`src/csq_pkg.sv`:
```
`timescale 1ns / 1ps
// package for the counting semaphore wait queue unit
// holds the request kind and status codes and fixed field widths; no dependencies

package csq_pkg;

  localparam int unsigned CNT_W      = 16;
  localparam int unsigned RID_W      = 8;
  localparam int unsigned CFG_IDX_W  = 1;
  localparam int unsigned IN_DATA_W  = 32;
  localparam int unsigned OUT_DATA_W = 48;

  localparam logic [CNT_W-1:0] CAP_BINARY       = 16'd1;
  localparam logic [CNT_W-1:0] CAP_MIN_COUNTING = 16'd2;

  typedef enum logic [CFG_IDX_W-1:0] {
    CFG_INITIAL_CAPACITY = 1'b0,
    CFG_INITIAL_UNITS    = 1'b1
  } cfg_idx_e;

  typedef enum logic [1:0] {
    KIND_TAKE        = 2'd0,
    KIND_GIVE        = 2'd1,
    KIND_TO_BINARY   = 2'd2,
    KIND_TO_COUNTING = 2'd3
  } kind_e;

  typedef enum logic [2:0] {
    ST_OK          = 3'd0,
    ST_UNAVAILABLE = 3'd1,
    ST_QUEUED      = 3'd2,
    ST_BUSY        = 3'd3,
    ST_INVALID     = 3'd4,
    ST_NOTSUPP     = 3'd5,
    ST_QFULL       = 3'd6
  } status_e;

endpackage

```
`src/counting_semaphore_wait_queue_unit.sv`:
```
`timescale 1ns / 1ps
// counting semaphore with a fifo of waiting requester ids
// depends on csq_pkg for codes and field widths
//
// usage:
//   the slave stream carries one request per transaction: tuser holds the
//   kind (take, give, convert to binary, convert to counting), tdata the
//   requester id, may_wait, has_context and new_capacity. the master stream
//   returns exactly one result per request: status, woken flag and id, and
//   the count and capacity after the request.
//   a request is registered on acceptance and resolved into the result
//   register once the master side can take a new result; one request per
//   cycle is sustained while the master side does not stall. the pace is
//   set by the count and queue pointer update, done once per request.
//   the waiter ids live in a WAIT_DEPTH entry memory; the id at the queue
//   head is kept read out in a register so a give can report it at once.
//   reset loads capacity 1 and count 1 and empties the queue; a register
//   write reloads capacity and count from the registers the same way.
//   when the master side stalls the result holds, one more request may sit
//   in the input register, and tready drops until the result is taken.

module counting_semaphore_wait_queue_unit #(
  parameter int unsigned WAIT_DEPTH = 16,
  parameter int unsigned ID_WIDTH   = 8
) (
  input  logic                              clk_i,
  input  logic                              rst_ni,

  input  logic                              cfg_we_i,
  input  logic [csq_pkg::CFG_IDX_W-1:0]     cfg_idx_i,
  input  logic [csq_pkg::CNT_W-1:0]         cfg_wdata_i,

  input  logic                              s_axis_tvalid,
  output logic                              s_axis_tready,
  // requester_id[7:0], may_wait[8], has_context[9], new_capacity[25:10], zero pad
  input  logic [csq_pkg::IN_DATA_W-1:0]     s_axis_tdata,
  // kind[1:0]
  input  logic [1:0]                        s_axis_tuser,

  output logic                              m_axis_tvalid,
  input  logic                              m_axis_tready,
  // status[2:0], woken_valid[3], woken_id[11:4], units_now[27:12],
  // capacity_now[43:28], zero pad
  output logic [csq_pkg::OUT_DATA_W-1:0]    m_axis_tdata
);

  localparam int unsigned HW = (WAIT_DEPTH > 1) ? $clog2(WAIT_DEPTH) : 1;
  localparam int unsigned FW = $clog2(WAIT_DEPTH + 1);

  logic [csq_pkg::CNT_W-1:0] init_cap_q, init_cap_d;
  logic [csq_pkg::CNT_W-1:0] init_units_q, init_units_d;
  logic [csq_pkg::CNT_W-1:0] cap_q, cap_d;
  logic [csq_pkg::CNT_W-1:0] units_q, units_d;
  logic [HW-1:0]             head_q, head_d;
  logic [FW-1:0]             fill_q, fill_d;

  logic                      in_valid_q;
  logic [csq_pkg::IN_DATA_W-1:0] in_data_q;
  csq_pkg::kind_e            in_kind_q;

  logic                      out_valid_q;
  logic [csq_pkg::OUT_DATA_W-1:0] out_data_q, out_data_d;

  logic [ID_WIDTH-1:0]       mem_q [WAIT_DEPTH];
  logic [ID_WIDTH-1:0]       rd_q;

  logic                      proc;
  logic                      push, pop;
  logic [HW:0]               tail_sum;
  logic [HW-1:0]             tail;
  logic [15:0]               rid_ext;
  logic [15:0]               rd_ext;
  logic [ID_WIDTH-1:0]       wr_data;
  logic [csq_pkg::CNT_W-1:0] load_cap, load_units;

  logic [csq_pkg::RID_W-1:0] f_rid;
  logic                      f_may_wait;
  logic                      f_has_ctx;
  logic [csq_pkg::CNT_W-1:0] f_newcap;

  csq_pkg::status_e          status;
  logic                      woken_valid;
  logic [csq_pkg::RID_W-1:0] woken_id;
  logic [csq_pkg::CNT_W-1:0] units_n, cap_n;

  assign proc          = in_valid_q && (!out_valid_q || m_axis_tready);
  assign s_axis_tready = !in_valid_q || proc;
  assign m_axis_tvalid = out_valid_q;
  assign m_axis_tdata  = out_data_q;

  assign f_rid      = in_data_q[7:0];
  assign f_may_wait = in_data_q[8];
  assign f_has_ctx  = in_data_q[9];
  assign f_newcap   = in_data_q[25:10];

  assign rid_ext  = {8'b0, f_rid};
  assign wr_data  = rid_ext[ID_WIDTH-1:0];
  assign rd_ext   = 16'(rd_q);
  assign tail_sum = {1'b0, head_q} + (HW+1)'(fill_q);
  assign tail     = (tail_sum >= (HW+1)'(WAIT_DEPTH)) ?
                    HW'(tail_sum - (HW+1)'(WAIT_DEPTH)) : tail_sum[HW-1:0];

  // register values after a write, and the state they load
  always_comb begin
    init_cap_d   = init_cap_q;
    init_units_d = init_units_q;
    if (cfg_we_i) begin
      case (cfg_idx_i)
        csq_pkg::CFG_INITIAL_CAPACITY: init_cap_d   = cfg_wdata_i;
        csq_pkg::CFG_INITIAL_UNITS:    init_units_d = cfg_wdata_i;
        default: ;
      endcase
    end
    load_cap   = (init_cap_d == '0) ? csq_pkg::CAP_BINARY : init_cap_d;
    load_units = (init_units_d > load_cap) ? load_cap : init_units_d;
  end

  always_comb begin
    status      = csq_pkg::ST_OK;
    woken_valid = 1'b0;
    units_n     = units_q;
    cap_n       = cap_q;
    push        = 1'b0;
    pop         = 1'b0;
    case (in_kind_q)
      csq_pkg::KIND_TAKE: begin
        if (units_q != '0) begin
          units_n = units_q - 16'd1;
        end else if (!f_may_wait) begin
          status = csq_pkg::ST_UNAVAILABLE;
        end else if (!f_has_ctx) begin
          status = csq_pkg::ST_INVALID;
        end else if (fill_q == FW'(WAIT_DEPTH)) begin
          status = csq_pkg::ST_QFULL;
        end else begin
          push   = 1'b1;
          status = csq_pkg::ST_QUEUED;
        end
      end
      csq_pkg::KIND_GIVE: begin
        if (fill_q != '0) begin
          pop         = 1'b1;
          woken_valid = 1'b1;
        end else if (units_q >= cap_q) begin
          status = csq_pkg::ST_BUSY;
        end else begin
          units_n = units_q + 16'd1;
        end
      end
      csq_pkg::KIND_TO_BINARY: begin
        if (units_q != cap_q || fill_q != '0) begin
          status = csq_pkg::ST_BUSY;
        end else begin
          cap_n   = csq_pkg::CAP_BINARY;
          units_n = csq_pkg::CAP_BINARY;
        end
      end
      csq_pkg::KIND_TO_COUNTING: begin
        if (f_newcap < csq_pkg::CAP_MIN_COUNTING) begin
          status = csq_pkg::ST_INVALID;
        end else if (cap_q != csq_pkg::CAP_BINARY) begin
          status = csq_pkg::ST_NOTSUPP;
        end else begin
          cap_n = f_newcap;
        end
      end
      default: ;
    endcase
    woken_id   = woken_valid ? rd_ext[7:0] : '0;
    out_data_d = {4'b0, cap_n, units_n, woken_id, woken_valid, status};
  end

  always_comb begin
    cap_d   = cap_q;
    units_d = units_q;
    head_d  = head_q;
    fill_d  = fill_q;
    if (cfg_we_i) begin
      cap_d   = load_cap;
      units_d = load_units;
      head_d  = '0;
      fill_d  = '0;
    end else if (proc) begin
      cap_d   = cap_n;
      units_d = units_n;
      if (push) begin
        fill_d = fill_q + FW'(1);
      end
      if (pop) begin
        fill_d = fill_q - FW'(1);
        head_d = (head_q == HW'(WAIT_DEPTH - 1)) ? '0 : head_q + HW'(1);
      end
    end
  end

  always_ff @(posedge clk_i or negedge rst_ni) begin
    if (!rst_ni) begin
      init_cap_q   <= csq_pkg::CAP_BINARY;
      init_units_q <= csq_pkg::CAP_BINARY;
      cap_q        <= csq_pkg::CAP_BINARY;
      units_q      <= csq_pkg::CAP_BINARY;
      head_q       <= '0;
      fill_q       <= '0;
      in_valid_q   <= 1'b0;
      out_valid_q  <= 1'b0;
    end else begin
      init_cap_q   <= init_cap_d;
      init_units_q <= init_units_d;
      cap_q        <= cap_d;
      units_q      <= units_d;
      head_q       <= head_d;
      fill_q       <= fill_d;
      if (s_axis_tready) begin
        in_valid_q <= s_axis_tvalid;
      end
      if (proc) begin
        out_valid_q <= 1'b1;
      end else if (m_axis_tready) begin
        out_valid_q <= 1'b0;
      end
    end
  end

  always_ff @(posedge clk_i) begin
    if (s_axis_tvalid && s_axis_tready) begin
      in_data_q <= s_axis_tdata;
      in_kind_q <= csq_pkg::kind_e'(s_axis_tuser);
    end
    if (proc) begin
      out_data_q <= out_data_d;
    end
  end

  // waiter memory, head entry kept read out with write bypass
  always_ff @(posedge clk_i) begin
    if (proc && push && !cfg_we_i) begin
      mem_q[tail] <= wr_data;
    end
    if (proc && push && !cfg_we_i && tail == head_d) begin
      rd_q <= wr_data;
    end else begin
      rd_q <= mem_q[head_d];
    end
  end

  a_fill_bound: assert property (@(posedge clk_i) disable iff (!rst_ni)
    fill_q <= FW'(WAIT_DEPTH))
    else $error("wait queue fill above depth");

  a_units_bound: assert property (@(posedge clk_i) disable iff (!rst_ni)
    units_q <= cap_q && cap_q != '0)
    else $error("count above capacity or zero capacity");

  a_woken_ok: assert property (@(posedge clk_i) disable iff (!rst_ni)
    out_valid_q && out_data_q[3] |-> out_data_q[2:0] == csq_pkg::ST_OK)
    else $error("woken waiter with non-ok status");

  a_pop_fill: assert property (@(posedge clk_i) disable iff (!rst_ni)
    proc && pop && !cfg_we_i |=> fill_q == $past(fill_q) - FW'(1))
    else $error("give to waiter did not shrink queue");

  a_units_with_waiters: assert property (@(posedge clk_i) disable iff (!rst_ni)
    fill_q != '0 |-> units_q == '0)
    else $error("waiters queued while units available");

endmodule
```
`config.mk`:
```
export PLATFORM = sky130hd
export DESIGN_NAME = counting_semaphore_wait_queue_unit
export DESIGN_NICKNAME = d
export VERILOG_FILES = /design/src/csq_pkg.sv /design/src/counting_semaphore_wait_queue_unit.sv
export SDC_FILE = /design/constraint.sdc
export NUM_CORES = 1
export LEC_CHECK = 0
export BUFFER_PORTS_ARGS = -buffer_cell sky130_fd_sc_hd__buf_2
export CAP_MARGIN = 20
export CORE_MARGIN = 4
export CORE_UTILIZATION = 60
export CTS_CLUSTER_DIAMETER = 30
export DETAILED_ROUTE_END_ITERATION = 7
export PLACE_DENSITY = 0.82
export SLEW_MARGIN = 0
export SYNTH_ARGS = -nofsm -noshare
export SYNTH_HDL_FRONTEND = slang
export SYNTH_SLANG_ARGS = --single-unit
```
`constraint.sdc`:
```
create_clock -name clk_i -period 7.42 [get_ports clk_i]
set_clock_uncertainty 0.15 [all_clocks]
set_input_delay 1.484 -clock clk_i [delete_from_list [all_inputs] [get_ports clk_i]]
set_output_delay 1.484 -clock clk_i [all_outputs]
set_load 0.01 [all_outputs]
```
* Word-level counts from Yosys, hierarchy flattened
Memory sizes are Yosys's and may differ from the RTL's. A register that Yosys moved wholly into a read port is not among the register bits. Cells that the tools add are included.
Storage, ports and cells: bits in writable memories 128, word-level logic and storage cells 98, register bits after elaboration 147, memories kept 1, output and inout bits 50
Memories:
- mem_q | depth 16, bits a word 8, read ports 1, clocked after memory_dff 1, wr ports 1, RTL line counting_semaphore_wait_queue_unit.sv:64 | logic [ID_WIDTH-1:0] mem_q [WAIT_DEPTH];
Cells by class: equal/unequal tests 7, add/sub/neg operators 7, muxes and demuxes 49, reduce and logical (&&, ||, !) cells 18, $lt $le $gt $ge 4
Operators with widths (number):
- two-way mux 16 bit | 17
- case mux 16 bit (3 select lines) | 1
- case mux 16 bit (2 select lines) | 1
- two-way mux 4 bit | 5
- two-way mux 5 bit | 4
- two-way mux 3 bit | 6
- adder 16 x 1 -> 16 bit, second input constant | 1
- >= comparator 16 bit | 1
- > comparator 16 bit | 1
- zero test 16 bit | 1
- less-than comparator 16 x 2 -> 1 bit, second input constant | 1
- inequality test 16 x 1 -> 1 bit, second input constant | 1
- inequality test 16 bit | 1
- nonzero test 16 bit | 1
- subtractor 16 x 1 -> 16 bit, second input constant | 1
- case mux 3 bit (4 select lines) | 1
- two-way mux 1 bit | 11
- two-way mux 2 bit | 3
- adder 4 x 5 -> 5 bit | 1
- adder 5 x 1 -> 5 bit, second input constant | 1
- == test 5 bit, second input constant | 1
- >= comparator 5 bit, second input constant | 1
- nonzero test 5 bit | 1
- subtractor 5 x 1 -> 5 bit, second input constant | 1
- other kinds (12) | 21

* Logic depth before layout (Yosys ltp)
depth after elaboration 10, mapped depth 16, depth with buffers taken out 13

* Worst setup path before layout
OpenSTA, ideal clock, no wires.
kind input to register, from input port cfg_idx_i, to register units_q[7] in the netlist's numbering, buffers on the path 3, stages 14, slack 2.413 ns, data arrival time 4.724 ns, library setup time 0.133 ns, cell sequence clkbuf_1 nand2b_1 clkbuf_1 mux2_2 or2_2 ha_1 nand2b_1 a21oi_1 o311ai_0 a21oi_1 clkbuf_1 nor2_1 a311oi_1 o31ai_1
On the way: word-level cells in the longest chain between the ends 7
Ends and longest elaborated chain:
- start: declaration | RTL line counting_semaphore_wait_queue_unit.sv:30 | input logic [csq_pkg::CFG_IDX_W-1:0] cfg_idx_i,
- two-way mux 16 bit * | RTL line counting_semaphore_wait_queue_unit.sv:108 | case (cfg_idx_i)
- two-way mux 16 bit * | RTL line counting_semaphore_wait_queue_unit.sv:107 | if (cfg_we_i) begin
- via init_cap_d (one bit) | RTL line counting_semaphore_wait_queue_unit.sv:50 | logic [csq_pkg::CNT_W-1:0] init_cap_q, init_cap_d;
- zero test 16 bit | RTL line counting_semaphore_wait_queue_unit.sv:114 | load_cap = (init_cap_d == '0) ? csq_pkg::CAP_BINARY : init_cap_d;
- two-way mux 16 bit * | RTL line counting_semaphore_wait_queue_unit.sv:114
- > comparator 16 bit | RTL line counting_semaphore_wait_queue_unit.sv:115 | load_units = (init_units_d > load_cap) ? load_cap : init_units_d;
- two-way mux 16 bit * | RTL line counting_semaphore_wait_queue_unit.sv:115
- two-way mux 16 bit * | RTL line counting_semaphore_wait_queue_unit.sv:178 | if (cfg_we_i) begin
- end signal: assignment | RTL line counting_semaphore_wait_queue_unit.sv:201 | units_q <= csq_pkg::CAP_BINARY;
- end signal: assignment | RTL line counting_semaphore_wait_queue_unit.sv:210 | units_q <= units_d;
- end: declaration | RTL line counting_semaphore_wait_queue_unit.sv:53 | logic [csq_pkg::CNT_W-1:0] units_q, units_d;
Mark *: on every way through the listed nets, which the timed path passes. The rest lies on a longest branch. A chain may end at the register's enable or synchronous reset.

* Worst setup path in the final report
from input port cfg_idx_i, to register units_q[3] in the netlist's numbering
RTL lines:
- two-way mux 16 bit | RTL line counting_semaphore_wait_queue_unit.sv:108
- two-way mux 16 bit | RTL line counting_semaphore_wait_queue_unit.sv:107
- via init_units_d (one bit) | RTL line counting_semaphore_wait_queue_unit.sv:51 | logic [csq_pkg::CNT_W-1:0] init_units_q, init_units_d;
- > comparator 16 bit | RTL line counting_semaphore_wait_queue_unit.sv:115
- two-way mux 16 bit | RTL line counting_semaphore_wait_queue_unit.sv:115
- two-way mux 16 bit | RTL line counting_semaphore_wait_queue_unit.sv:178
The timed path passes the listed nets, and every way through them passes these cells.

==> impl_metrics.csv <==
group,metric,value,unit
final_layout,fill_cells,1345,
sta,worstMarginPinSlew,1000,ps
floorplan,fp.dieH,158,um
critical_path,crit_fanout,16,
placed_design,io_buffers,95,
final_layout,layout_commonest_cell,"edfxtp_1",
clock_network,cts_resized,0,
yosys,yosysSeqAreaShare,0.592,
power_and_ir_drop,power_frac_clock,0.483,
final_layout,syn2layout_area_growth,18.6,%
detailed_routing,wl_per_cell,25.0,um
critical_path,cp.buffers_inverters,2,
critical_path,crit_required,7660,ps
grt,grt.overflow.total,0,
sta,slew_headroom,0.328,
sta,slew_viol_final,0,
power_and_ir_drop,power_density,319,mW/mm^2
run,maxCapViolations,0,
final_layout,drive_gt1_frac,0.242,
power_and_ir_drop,ir_drop,0.000349,V
grt,grt_use_total,0.294,
clock_network,ctsHoldBuffers,0,
critical_path,arrival,5440,ps
detailed_routing,via_per_inst,6.61,
yosys,yosysUniqueCellTypes,79,
yosys,ys.flop_type,"edfxtp_1",
clock_network,postCtsSetupRepairBufs,0,
critical_path,critPathTopFamily,"compound AO/OA/AOI/OAI gates",
detailed_routing,first_pass_iters,6,
clock_network,path_clk_slew,50,ps
power_and_ir_drop,p_sw,1.39,mW
detailed_routing,vias,9594,
hold_path,hold_path_class,"reg2reg",
sta,finalHoldViolations,0,
clock_network,cts_sinks,279,
grt,grt_max_degree,76,
floorplan,die_area,0.0249,mm^2
status,status,"finished clean",
critical_path,cpMaxStageDelayCell,"nand2_1",
power_and_ir_drop,p_int,3.71,mW
sta,post-route-period-util,0.700,
floorplan,ios,106,
clock_network,clock_path_buffers,3,
final_layout,nNetsFinal,1228,
floorplan,fp-row-count,54,
final_layout,final_cell_mix,"200 x edfxtp_1, 94 x buf_2, 71 x dfrtp_1",
yosys,synthArstFlopShare,0.269,
grt,grt_pass1_vias,9658,
hold_path,whs_path_depth,1,
sta,period_minus_slack,5190,ps
yosys,synth.largest_area_cell,"edfxtp_1",
detailed_routing,ant_nets,0,
critical_path,crit_type,"in2reg",
floorplan,die_w,158,um
power_and_ir_drop,switching_share,0.273,
critical_path,reg2reg_depth,8,
power_and_ir_drop,combPwrFrac,0.132,
placed_design,dp_hpwl,22.4,mm
critical_path,critPathCaptureType,"flip-flop",
clock_network,cts_root_buf,"clkbuf_16",
floorplan,start_util,0.613,
power_and_ir_drop,seq_power_share,0.385,
detailed_routing,drt_iter0_drc,1346,
yosys,avgSynthCellArea,13.1,um^2
sta,fmax,0.193,GHz
floorplan,design.core.area,0.0220,mm^2
clock_network,cts_tree,"built",
critical_path,start_kind,"input port",
yosys,synthCells,1028,
clock_network,cts_max_level,2,
sta,setup_viol,0,
grt,grt_pass1_wl,55.9,mm
critical_path,worst_path_most_repeated_cell,"nand2_1",
yosys,syn_area,0.0135,mm^2
yosys,synth-warning-count,0,
detailed_routing,drc,0,
sta,rsz0062_at_grt,"false",
critical_path,crit_path_cell_trace,"buf_2 > nand2_1 > mux2_2 > ha_1 > a211oi_1 > nand2_1 > o311ai_0 > a21oi_2 > buf_4 > o21ai_0 > o32ai_2",
final_layout,n_antenna_cell,0,
power_and_ir_drop,leakagePower,6.21,nW
clock_network,clock_latency,560,ps
placed_design,place_congestion,0.942,
yosys,ys_ff_latch,279,
yosys,synth_area_leaders,"edfxtp_1 45%, dfrtp_1 13%, mux4_2 6.7%",
sta,fin_setup_tns,0,ps
sta,setup_ws,2230,ps
grt,antenna_found_initial,0,
yosys,netlist.area_leader.share,0.446,
yosys,synth-edff-count,200,
critical_path,cp_slowest_stage_delay,600,ps
detailed_routing,routed_wl,36.4,mm
critical_path,cp_num_cells,11,
sta,hold_slack,340,ps
clock_network,cts-buffers-inserted,51,
placed_design,place_area,0.0141,mm^2
final_layout,design_area,0.0160,mm^2
placed_design,dp_worst_setup_slack,1830,ps
[logic make-up (layout without fill, tap and decap cells)]
group	count (synthesis)	count (layout)	share of synthesized area
fa+ha+maj	43	43	0.0411
flops	279	279	0.592
other cells	1	4	0.000279
xor+xnor	17	17	0.0111
mux	98	98	0.112
simple gates	276	276	0.106
compound gates	205	205	0.104
buf+inv	109	250	0.0341
[routing by layer]
metal | GRT usage | wire [um] | up-vias
met5 | 0 | 0 | -
met2 | 0.491 | 18100 | 546
met3 | 0.0560 | 2760 | 127
li1 | - | - | 4192
met1 | 0.380 | 13800 | 4729
met4 | 0.127 | 1760 | 0
[area by class of cell]
cell class	instances	area (um^2)	area share
Multi-Input combinational cell	643	5050	0.316
Sequential cell	279	7970	0.499
Inverter	47	176	0.0111
Clock inverter	32	429	0.0269
Tap cell	280	350	0.0219
Timing Repair Buffer	107	568	0.0356
Clock buffer	64	1420	0.0889
[Yosys cell counts (10+ instances only)]
master	n
edfxtp_1	200
dfrtp_1	71
nor2_1	70
nand2_1	56
a21oi_1	52
inv_1	45
clkbuf_1	42
ha_1	41
mux4_2	40
o21ai_0	39
mux2i_1	37
nand3_1	27
mux2_2	21
nor4_1	19
nor3_1	18
a221oi_1	16
and3_1	16
a22o_1	14
nand4_1	14
o31ai_1	11
nand2b_1	10
xnor2_1	10
[sequential cells by signal (all words and copies together) (netlist names), 2 cells and up, named ones only]
signal        cells
m_axis_tdata     44
units_q          16
mem_q           128
in_kind_q         2
init_units_q     16
in_data_q        26
fill_q            5
init_cap_q       16
cap_q            16
head_q            4
[power by group through the flow]
stage          logic, mW  registers (mW)  clock network [mW]
6_report           0.672            1.96                2.46
4_1_cts            0.661            1.96                2.48
3_3_place_gp       0.631            1.98                   0
5_1_grt            0.737            1.97                2.56
3_5_place_dp       0.648            1.98                   0
2_1_floorplan      0.492            1.91                   0
[stage by stage]
stage | cells | utilization | power (mW)
after floorplan | 1031 | - | 2.40
after global placement | 1356 | 0.643 | 2.61
after detailed placement | 1356 | 0.643 | 2.63
after CTS | 1452 | 0.727 | 5.10
after global routing | 1452 | 0.727 | 5.27
final | 1452 | 0.727 | 5.10
[path summary, 6_finish.rpt]
check / startpoint / end / slack [ps]
max in group asynchronous: rst_ni / head_q[3] / 5530
hold / removal: in_valid_q / m_axis_tvalid / 340
min in group asynchronous: rst_ni / cap_q[5] / 940
setup / recovery: cfg_idx_i / units_q[3] / 2230
setup reg to reg: units_q[1] / mem_q[14][7] / 3240
hold reg to reg: in_valid_q / m_axis_tvalid / 340
Power figures use the tool's default switching activity.
